## config.mk

```make
export PLATFORM = sky130hd
export DESIGN_NAME = parking_gate_occupancy_controller
export DESIGN_NICKNAME = d
export VERILOG_FILES = /design/src/rtl/pgoc_pkg.sv /design/src/rtl/parking_gate_occupancy_controller.sv /design/src/rtl/pgoc_gate.sv /design/src/rtl/pgoc_occupancy.sv
export VERILOG_INCLUDE_DIRS = /design/src /design/src/rtl
export SDC_FILE = /design/constraint.sdc
export NUM_CORES = 1
export LEC_CHECK = 0
export ABC_AREA = 0
export BUFFER_PORTS_ARGS = -buffer_cell sky130_fd_sc_hd__buf_2
export CAP_MARGIN = 30
export CORE_AREA = 5 5 58 98
export CTS_BUF_LIST = sky130_fd_sc_hd__clkbuf_8
export DETAILED_ROUTE_END_ITERATION = 7
export DIE_AREA = 0 0 63 103
export PLACE_DENSITY = 0.74
export RECOVER_POWER = 100
export SLEW_MARGIN = 5
export SYNTH_ARGS = -nofsm -noshare
export SYNTH_HDL_FRONTEND = slang
export SYNTH_SLANG_ARGS = --single-unit
```

## constraint.sdc

```tcl
create_clock -name clk -period 10.57 [get_ports clk]
set_clock_uncertainty 0.05 [all_clocks]
set_input_delay 0.5285 -clock clk [delete_from_list [all_inputs] [get_ports clk]]
set_output_delay 0.5285 -clock clk [all_outputs]
set_load 0.03 [all_outputs]
```

## src/rtl/parking_gate_occupancy_controller_defines.svh

```systemverilog
// Assertion macros used by the parking gate controller top level.
`ifndef PARKING_GATE_OCCUPANCY_CONTROLLER_DEFINES_SVH
`define PARKING_GATE_OCCUPANCY_CONTROLLER_DEFINES_SVH

// Concurrent check on clk, masked while rst is high.
`define PGOC_ASSERT(label, prop, msg) \
  label: assert property (@(posedge clk) disable iff (rst) prop) else $error(msg);

// Concurrent check on clk that also holds through reset.
`define PGOC_ASSERT_ALWAYS(label, prop, msg) \
  label: assert property (@(posedge clk) prop) else $error(msg);

`endif

```

## src/rtl/pgoc_pkg.sv

```systemverilog
// Types and constants shared by the parking gate controller modules.
`timescale 1ns / 1ps
`default_nettype none

package pgoc_pkg;

  typedef enum logic [1:0] {
    GATE_CLOSED   = 2'd0,
    GATE_DETECTED = 2'd1,
    GATE_OPEN     = 2'd2,
    GATE_PASSING  = 2'd3
  } gate_state_t;

  typedef enum logic [1:0] {
    STATUS_AVAILABLE = 2'd0,
    STATUS_FULL      = 2'd1,
    STATUS_EMPTY     = 2'd2
  } lot_status_t;

  localparam logic [7:0] CAPACITY_RESET = 8'd15;

  // Control from the top level into one gate.
  typedef struct packed {
    logic step;          // a tick is transferred this cycle
    logic force_closed;  // lot status holds this gate shut
  } gate_ctrl_t;

  // Flags of a gate's state after the tick.
  typedef struct packed {
    logic open;
    logic passing;
  } gate_flags_t;

endpackage

`default_nettype wire

```

## src/rtl/parking_gate_occupancy_controller.sv

```systemverilog
// Top level of the parking gate occupancy controller.
`timescale 1ns / 1ps
`default_nettype none
`include "parking_gate_occupancy_controller_defines.svh"

// One tick of sampled entry and exit sensor levels is transferred on the
// input channel whenever in_valid is high and in_stall is low, one tick per
// clock at full rate. The tick's work is a single combinational pass through
// the two gate state machines and the saturating car counter, and its result
// lands in the output register on the edge that takes the tick, so it shows
// in the next cycle. The input stalls only while that register holds a result
// that the output side is stalling. Lot status is judged from the count held
// before the tick: empty (count zero) wins over full (count at or above
// capacity). A full lot forces the entry gate closed and an empty lot forces
// the exit gate closed. The count saturates at the smaller of capacity and
// the largest COUNT_BITS value; car_count carries its low eight bits.
// count_changed is set on the first tick after reset and whenever the count
// moves. capacity is written through capacity_we / capacity_wdata, resets to
// 15, and the user must write it only while the block is idle; no check here.

module parking_gate_occupancy_controller #(
  parameter int COUNT_BITS = 8
) (
  input  wire logic       clk,
  input  wire logic       rst,
  // configuration
  input  wire logic       capacity_we,
  input  wire logic [7:0] capacity_wdata,
  // input channel
  input  wire logic       in_valid,
  output logic            in_stall,
  input  wire logic       entry_weight,
  input  wire logic       entry_card,
  input  wire logic       exit_weight,
  input  wire logic       exit_card,
  // output channel
  output logic            out_valid,
  input  wire logic       out_stall,
  output logic            entry_gate_open,
  output logic            exit_gate_open,
  output logic [1:0]      lot_status,
  output logic            available_lamp,
  output logic            full_lamp,
  output logic [7:0]      car_count,
  output logic            count_changed
);

  logic [7:0]             capacity;
  logic                   in_xfer;
  pgoc_pkg::lot_status_t  status;
  pgoc_pkg::gate_ctrl_t   entry_ctrl;
  pgoc_pkg::gate_ctrl_t   exit_ctrl;
  pgoc_pkg::gate_flags_t  entry_flags;
  pgoc_pkg::gate_flags_t  exit_flags;
  logic [COUNT_BITS-1:0]  count_next;
  logic                   changed;

  // Output register frees up when its result is transferred out.
  assign in_stall = out_valid && out_stall;
  assign in_xfer  = in_valid && !in_stall;

  always_ff @(posedge clk) begin
    if (rst) begin
      capacity <= pgoc_pkg::CAPACITY_RESET;
    end else if (capacity_we) begin
      capacity <= capacity_wdata;
    end
  end

  assign entry_ctrl.step         = in_xfer;
  assign entry_ctrl.force_closed = (status == pgoc_pkg::STATUS_FULL);
  assign exit_ctrl.step          = in_xfer;
  assign exit_ctrl.force_closed  = (status == pgoc_pkg::STATUS_EMPTY);

  pgoc_gate u_entry_gate (
    .clk    (clk),
    .rst    (rst),
    .ctrl   (entry_ctrl),
    .weight (entry_weight),
    .card   (entry_card),
    .flags  (entry_flags)
  );

  pgoc_gate u_exit_gate (
    .clk    (clk),
    .rst    (rst),
    .ctrl   (exit_ctrl),
    .weight (exit_weight),
    .card   (exit_card),
    .flags  (exit_flags)
  );

  pgoc_occupancy #(
    .COUNT_BITS (COUNT_BITS)
  ) u_occupancy (
    .clk           (clk),
    .rst           (rst),
    .step          (in_xfer),
    .capacity      (capacity),
    .entry_passing (entry_flags.passing),
    .exit_passing  (exit_flags.passing),
    .status        (status),
    .count_next    (count_next),
    .changed       (changed)
  );

  // Result register: valid is control, payload loads with each tick.
  always_ff @(posedge clk) begin
    if (rst) begin
      out_valid <= 1'b0;
    end else if (in_xfer) begin
      out_valid <= 1'b1;
    end else if (!out_stall) begin
      out_valid <= 1'b0;
    end
  end

  always_ff @(posedge clk) begin
    if (in_xfer) begin
      entry_gate_open <= entry_flags.open;
      exit_gate_open  <= exit_flags.open;
      lot_status      <= status;
      available_lamp  <= (status != pgoc_pkg::STATUS_FULL);
      full_lamp       <= (status == pgoc_pkg::STATUS_FULL);
      car_count       <= 8'(count_next);
      count_changed   <= changed;
    end
  end

  `PGOC_ASSERT(a_full_entry_shut, out_valid && (lot_status == pgoc_pkg::STATUS_FULL) |-> !entry_gate_open, "entry gate open while lot full")
  `PGOC_ASSERT(a_empty_exit_shut, out_valid && (lot_status == pgoc_pkg::STATUS_EMPTY) |-> !exit_gate_open, "exit gate open while lot empty")
  `PGOC_ASSERT(a_result_follows, in_valid && !in_stall |=> out_valid, "transfer in left no result")
  `PGOC_ASSERT_ALWAYS(a_hold_blocks_input, out_valid && out_stall |-> in_stall, "input taken while result held")

endmodule

`default_nettype wire

```

## src/rtl/pgoc_gate.sv

```systemverilog
// Four-state barrier controller for one gate.
`timescale 1ns / 1ps
`default_nettype none

module pgoc_gate (
  input  wire logic               clk,
  input  wire logic               rst,
  input  wire pgoc_pkg::gate_ctrl_t ctrl,
  input  wire logic               weight,
  input  wire logic               card,
  output pgoc_pkg::gate_flags_t   flags
);

  pgoc_pkg::gate_state_t state;
  pgoc_pkg::gate_state_t state_next;

  always_comb begin
    state_next = pgoc_pkg::GATE_CLOSED;
    if (!ctrl.force_closed) begin
      case (state)
        pgoc_pkg::GATE_CLOSED: begin
          state_next = weight ? pgoc_pkg::GATE_DETECTED : pgoc_pkg::GATE_CLOSED;
        end
        pgoc_pkg::GATE_DETECTED: begin
          if (!weight) state_next = pgoc_pkg::GATE_CLOSED;
          else if (card) state_next = pgoc_pkg::GATE_OPEN;
          else state_next = pgoc_pkg::GATE_DETECTED;
        end
        pgoc_pkg::GATE_OPEN: begin
          state_next = weight ? pgoc_pkg::GATE_OPEN : pgoc_pkg::GATE_PASSING;
        end
        default: begin
          state_next = pgoc_pkg::GATE_CLOSED;
        end
      endcase
    end
  end

  // flags describe the state the tick leaves behind
  always_comb begin
    flags.open    = (state_next == pgoc_pkg::GATE_OPEN);
    flags.passing = (state_next == pgoc_pkg::GATE_PASSING);
  end

  always_ff @(posedge clk) begin
    if (rst) begin
      state <= pgoc_pkg::GATE_CLOSED;
    end else if (ctrl.step) begin
      state <= state_next;
    end
  end

endmodule

`default_nettype wire

```

## src/rtl/pgoc_occupancy.sv

```systemverilog
// Car counter with lot status decode and change detection.
`timescale 1ns / 1ps
`default_nettype none

module pgoc_occupancy #(
  parameter int COUNT_BITS = 8
) (
  input  wire logic                    clk,
  input  wire logic                    rst,
  input  wire logic                    step,
  input  wire logic [7:0]              capacity,
  input  wire logic                    entry_passing,
  input  wire logic                    exit_passing,
  output pgoc_pkg::lot_status_t        status,
  output logic [COUNT_BITS-1:0]        count_next,
  output logic                         changed
);

  localparam int CMP_BITS = (COUNT_BITS > 8) ? COUNT_BITS : 8;
  localparam logic [CMP_BITS-1:0] COUNT_MAX = CMP_BITS'({COUNT_BITS{1'b1}});

  logic [COUNT_BITS-1:0] count;
  logic                  reported_valid;
  logic [CMP_BITS-1:0]   count_ext;
  logic [CMP_BITS-1:0]   cap_ext;
  logic [CMP_BITS-1:0]   limit;
  logic [COUNT_BITS-1:0] count_mid;

  assign count_ext = CMP_BITS'(count);
  assign cap_ext   = CMP_BITS'(capacity);
  assign limit     = (cap_ext < COUNT_MAX) ? cap_ext : COUNT_MAX;

  // empty wins over full
  always_comb begin
    if (count == '0) status = pgoc_pkg::STATUS_EMPTY;
    else if (count_ext >= cap_ext) status = pgoc_pkg::STATUS_FULL;
    else status = pgoc_pkg::STATUS_AVAILABLE;
  end

  // entry first, then exit; both saturate
  always_comb begin
    count_mid = count;
    if (entry_passing && (count_ext < limit)) count_mid = count + 1'b1;
    count_next = count_mid;
    if (exit_passing && (count_mid != '0)) count_next = count_mid - 1'b1;
  end

  // the last reported value is always the held count
  assign changed = !reported_valid || (count_next != count);

  always_ff @(posedge clk) begin
    if (rst) begin
      count          <= '0;
      reported_valid <= 1'b0;
    end else if (step) begin
      count          <= count_next;
      reported_valid <= 1'b1;
    end
  end

endmodule

`default_nettype wire
```

# Yosys cells after proc, flatten, opt, wreduce, memory -nomap -nowiden
# Index checks and enable logic that the tools add are counted.
# W data, S select, Z words.
# op_classes
n_mux	19
eq_ne	13
add_sub_neg	2
reduce_logical	11
magnitude_cmp	3
# ops
operator	count
$mux W8	3
$eq A2 B2 Y1 const B	7
$mux W2	7
$pmux W2 S3	2
$add A8 B1 Y8 const B	1
$ge A8 B8 Y1	1
$logic_not A8 Y1	1
$lt A8 B8 Y1	1
$lt A8 B8 Y1 const B	1
$ne A8 B8 Y1	1
$reduce_bool A8 Y1	1
$sub A8 B1 Y8 const B	1
$mux W1	7
$eq A2 B1 Y1 const B	3
$logic_and A1 B1 Y1	4
$logic_not A2 Y1	2
$ne A2 B1 Y1 const B	2
$logic_not A1 Y1	2
$logic_or A1 B1 Y1	1
# word_totals
regBits	37
word_cells	61
inputBits	17
out_inout_bits	17

# Logic depth before layout (Yosys ltp)
# logic_depth
word_depth	13
depth_mapped	17
depth_no_buf	16

# Modules after synthesis
# From an unflattened synthesis, not the netlist that was laid out.
# unflattened
cells_unflattened	261
area_unflattened_um2	2496.1
# modules_own_cells
mod	area_each_um2	cells_per_inst	seq_area_each_um2	instances
pgoc_occupancy	1426.4	176	180.2	1
parking_gate_occupancy_controller	807.0	49	630.6	1
pgoc_gate	131.4	18	40.0	2

# Worst setup path after synthesis
# No wires, ideal clock.
# synth_path
path_kind	flip-flop to flip-flop
startpoint	reg u_occupancy.count[7]
endpoint	reg u_occupancy.count[3]
t_arrival_ps	3884
setup_slack_ps	6515
n_path_buf	1
synth_period_minus_slack_ps	4055
stages_incl_launch_ff	17
cell_sequence	dfxtp_1 ha_1 and3_1 a221o_1 a21oi_1 nand3_1 clkbuf_1 xnor2_1 ha_1 inv_1 a2111oi_0 and4_1 a31oi_1 or2_1 a311o_1 a21oi_1 mux2_2
# synth_via
elab_chain_len	11
elab_cells_between_ends	18
cone_classes	add/sub (2); order compare (2); eq/ne (4); mux (6); reduce/logical (4)
# synth_rtl
item	line_no	text
from (decl)	pgoc_occupancy.sv:22	logic [COUNT_BITS-1:0] count;
from (signal assigned)	pgoc_occupancy.sv:56	count <= count_next;
parallel branches: the longest is 10 deep, another holds $ge A8 B8 Y1	--	
$mux W8 *	pgoc_occupancy.sv:45	if (exit_passing && (count_mid != '0)) count_next = count_mid - 1'b1;
# Mark *: on every way between the ends.
# A chain may end at the register's enable or synchronous reset.

# Worst setup path in the final report
# layout_path
startpoint	reg u_occupancy.count[5]
endpoint	reg count_changed (data pin)
# layout_via
elab_chain_len	13
elab_cells_between_ends	20
cone_classes	add/sub (2); order compare (2); eq/ne (5); mux (6); reduce/logical (5)
# layout_rtl
item	line_no	text
parallel branches: the longest is 10 deep, another holds $ge A8 B8 Y1	--	
$mux W8 *	pgoc_occupancy.sv:45	
named net count_next[1]	parking_gate_occupancy_controller.sv:55	logic [COUNT_BITS-1:0] count_next;
$ne A8 B8 Y1 *	pgoc_occupancy.sv:49	assign changed = !reported_valid || (count_next != count);
$logic_or A1 B1 Y1 *	pgoc_occupancy.sv:49	
named net changed	parking_gate_occupancy_controller.sv:56	logic changed;
to (signal assigned)	parking_gate_occupancy_controller.sv:126	count_changed <= changed;
to (decl)	parking_gate_occupancy_controller.sv:45	output logic count_changed
# Mark *: on every way through the listed nets, which the timed path passes.

==> metrics.yaml <==
irDropWorstVdd_mv: 0.0895
netSwitchingFraction: 0.255
min_path_type: "in -> reg"
synth-seq-cells: 36
numCtsBuffers: 5
synth_top_area_frac: 0.175
grt_pass1_vias: 2106
postCtsResizedCells: 0
area_growth_pct: 9.42
syn_inst: 291
final_cell_mix: "29 x inv_1, 29 x nor2_1, 26 x nand2_1"
synthesis.area_um2: 2520
timing.hold.ws_ps: 409
avgSynthCellArea_um2: 8.67
dieWidth_um: 63
r2r_slack_ps: 5460
synth_edf_count: 14
min_period_ps: 5110
reg2reg_to: "count_changed"
final_max_slew_viol_count: 0
die-area_um2: 6490
setup_violations: 0
cts.clk_slew.worst_paths_ps: 70
p_clk_frac: 0.333
cts-root-buf: "clkbuf_8"
path_class: "reg -> reg"
maxCapViolations: 0
rsz0062_at_grt: "false"
combPwrFrac: 0.110
dp_cells: 367
arrival_ps: 5080
ios: 34
p_sw_w: 0.0000692
htreeDepth: 2
postCtsSetupBuffers: 0
core-area_um2: 4890
regToRegStartpoint: "u_occupancy.count[5]"
yosysWarnings: 0
min_from: "capacity_wdata[3]"
tns_ps: 0
final_layout_size_suffix_gt1_frac: 0.0966
fin_area_um2: 2760
hold_path_depth: 3
fin_crit_sh: 0.484
drtIter0Drc: 65
avgViaCountPerCell: 5.79
crit_fanout: 12
grt_usage: 0.189
fmax_mhz: 196
clock_sinks: 36
powerDensity_nw_per_um2: 98.5
grt_max_degree: 26
synth.top_cells.by_area: "dfxtp_1 17%, edfxtp_1 17%, ha_1 8.9%"
holdBufCountCts: 0
total_power_w: 0.000272
cts_tree: "yes"
outcome: "complete, no violations"
fillCellCount: 468
grt_pass1_wl_um: 9730
dr.pass1.iters: 4
critPathCaptureType: "register"
start_util: 0.516
grt-ovfl-total: 0
startpoint_type: "register"
worst_pin_slew_ps: 1260
seqPwrFrac: 0.557
p_int_w: 0.000203
gp_congestion: 0.851
wire_per_inst_um: 15.3
syn-num-nets: 326
ant_nets: 0
diodes: 0
wl_um: 5750
nets: 355
hold_viol: 0
ys_types: 54
rows: 34
hold_end: "capacity[3]"
drt_drc_violations_left: 0
clock_path_buffers: 2
async_reset_ff_frac: 0
antenna_found_initial: 0
die_h_um: 103
numPortBuffers: 33
vias: 2172
synth_top_cell_by_area: "dfxtp_1"
synthFlopType: "dfxtp_1"
r2r_cells: 15
final_cells: 375
synth_seq_area_share: 0.341
relSlewSlack: 0.157
p_leak_nw: 1.17
dp_hpwl_um: 4490
placed_cell_area_um2: 2720
worstPathRequired_ps: 10540
clk_latency_ps: 280
Yosys cell counts (all sizes together), types with 2 or more instances:
| cell | n |
|---|---|
| a2111oi | 2 |
| a211o | 2 |
| a211oi | 2 |
| a21oi | 15 |
| a221oi | 2 |
| a31oi | 3 |
| a32oi | 3 |
| and3 | 6 |
| and4 | 2 |
| buf | 3 |
| clkbuf | 10 |
| dfxtp | 22 |
| edfxtp | 14 |
| ha | 18 |
| inv | 27 |
| mux2 | 3 |
| mux2i | 13 |
| nand2 | 26 |
| nand2b | 5 |
| nand3 | 8 |
| nand4 | 5 |
| nor2 | 29 |
| nor2b | 5 |
| nor3 | 9 |
| o2111ai | 3 |
| o211ai | 4 |
| o21a | 2 |
| o21ai | 10 |
| or2 | 3 |
| or3 | 4 |
| xnor2 | 11 |
| xor2 | 4 |
logic make-up after synthesis:
kind of cell	after synthesis	share of synthesized area
simple gates	108	0.225
buf+inv	40	0.0620
flops	36	0.341
compound gates	57	0.156
xor+xnor	16	0.0615
fa+ha+maj	18	0.0893
mux	16	0.0650
per-layer routing:
layer | global-route usage | wire length (um) | vias up | part of all wire
li1 | - | - | 1098 | -
met1 | 0.192 | 2180 | 1007 | 0.38
met2 | 0.369 | 3140 | 47 | 0.55
met3 | 0.0196 | 178 | 20 | 0.031
met4 | 0.105 | 252 | 0 | 0.044
met5 | 0 | 0 | - | 0
area by class of cell:
class	count	area (um2)	share of cell area
clock inverter	3	11.3	0.00408
timing repair buffer	35	154	0.0558
multi-input combinational	215	1500	0.542
tap	54	67.6	0.0245
sequential	36	861	0.312
clock buffer	5	68.8	0.0249
inverter	27	101	0.0367
power by group through the flow:
stage / sequential (W) / combinational [W] / clock, W
CTS: 0.000151 / 0.0000313 / 0.0000943
floorplan: 0.000159 / 0.0000162 / 0
global placement: 0.000154 / 0.0000305 / 0
detailed placement: 0.000154 / 0.0000312 / 0
global route: 0.000152 / 0.0000337 / 0.0000985
finish: 0.000151 / 0.0000298 / 0.0000906
state kept, by name, indices dropped and copies added (netlist names):
name and count:
capacity 8, car_count 8, u_occupancy.count 8, lot_status 2
u_entry_gate.state 2, u_exit_gate.state 2, available_lamp 1, count_changed 1
entry_gate_open 1, exit_gate_open 1, out_valid 1, u_occupancy.reported_valid 1
through the flow:
stage,worst slack (ps),util
6_report,5460,0.564
5_1_grt,5000,0.564
4_1_cts,5870,0.571
3_5_place_dp,5890,0.555
3_3_place_gp,5970,0.555
2_1_floorplan,6520,-
worst max-delay path by stage:
stage,from,endpoint,slack (ps),cells past startpoint
2_1_floorplan,u_occupancy.count[7],u_occupancy.count[3],6520,16
3_3_place_gp,u_occupancy.count[5],count_changed,5970,15
3_5_place_dp,u_occupancy.count[5],count_changed,5890,15
4_1_cts,u_occupancy.count[5],count_changed,5870,15
5_1_grt,u_occupancy.count[3],count_changed,5000,15
6_report,u_occupancy.count[5],count_changed,5460,15
worst max-delay path, cell delays in order (launching register included):
cell       delay, ps
dfxtp_1          570
ha_1             320
and3_1           220
a221o_1          380
a21oi_1          300
nand3_1          390
xnor2_1          420
ha_1             270
inv_1             50
a2111oi_0        240
and4_1           230
a31oi_1           70
o21ai_0          660
mux2i_1          380
xnor2_1          160
o2111ai_1        120
No activity file was read; power rests on OpenSTA's default activity.
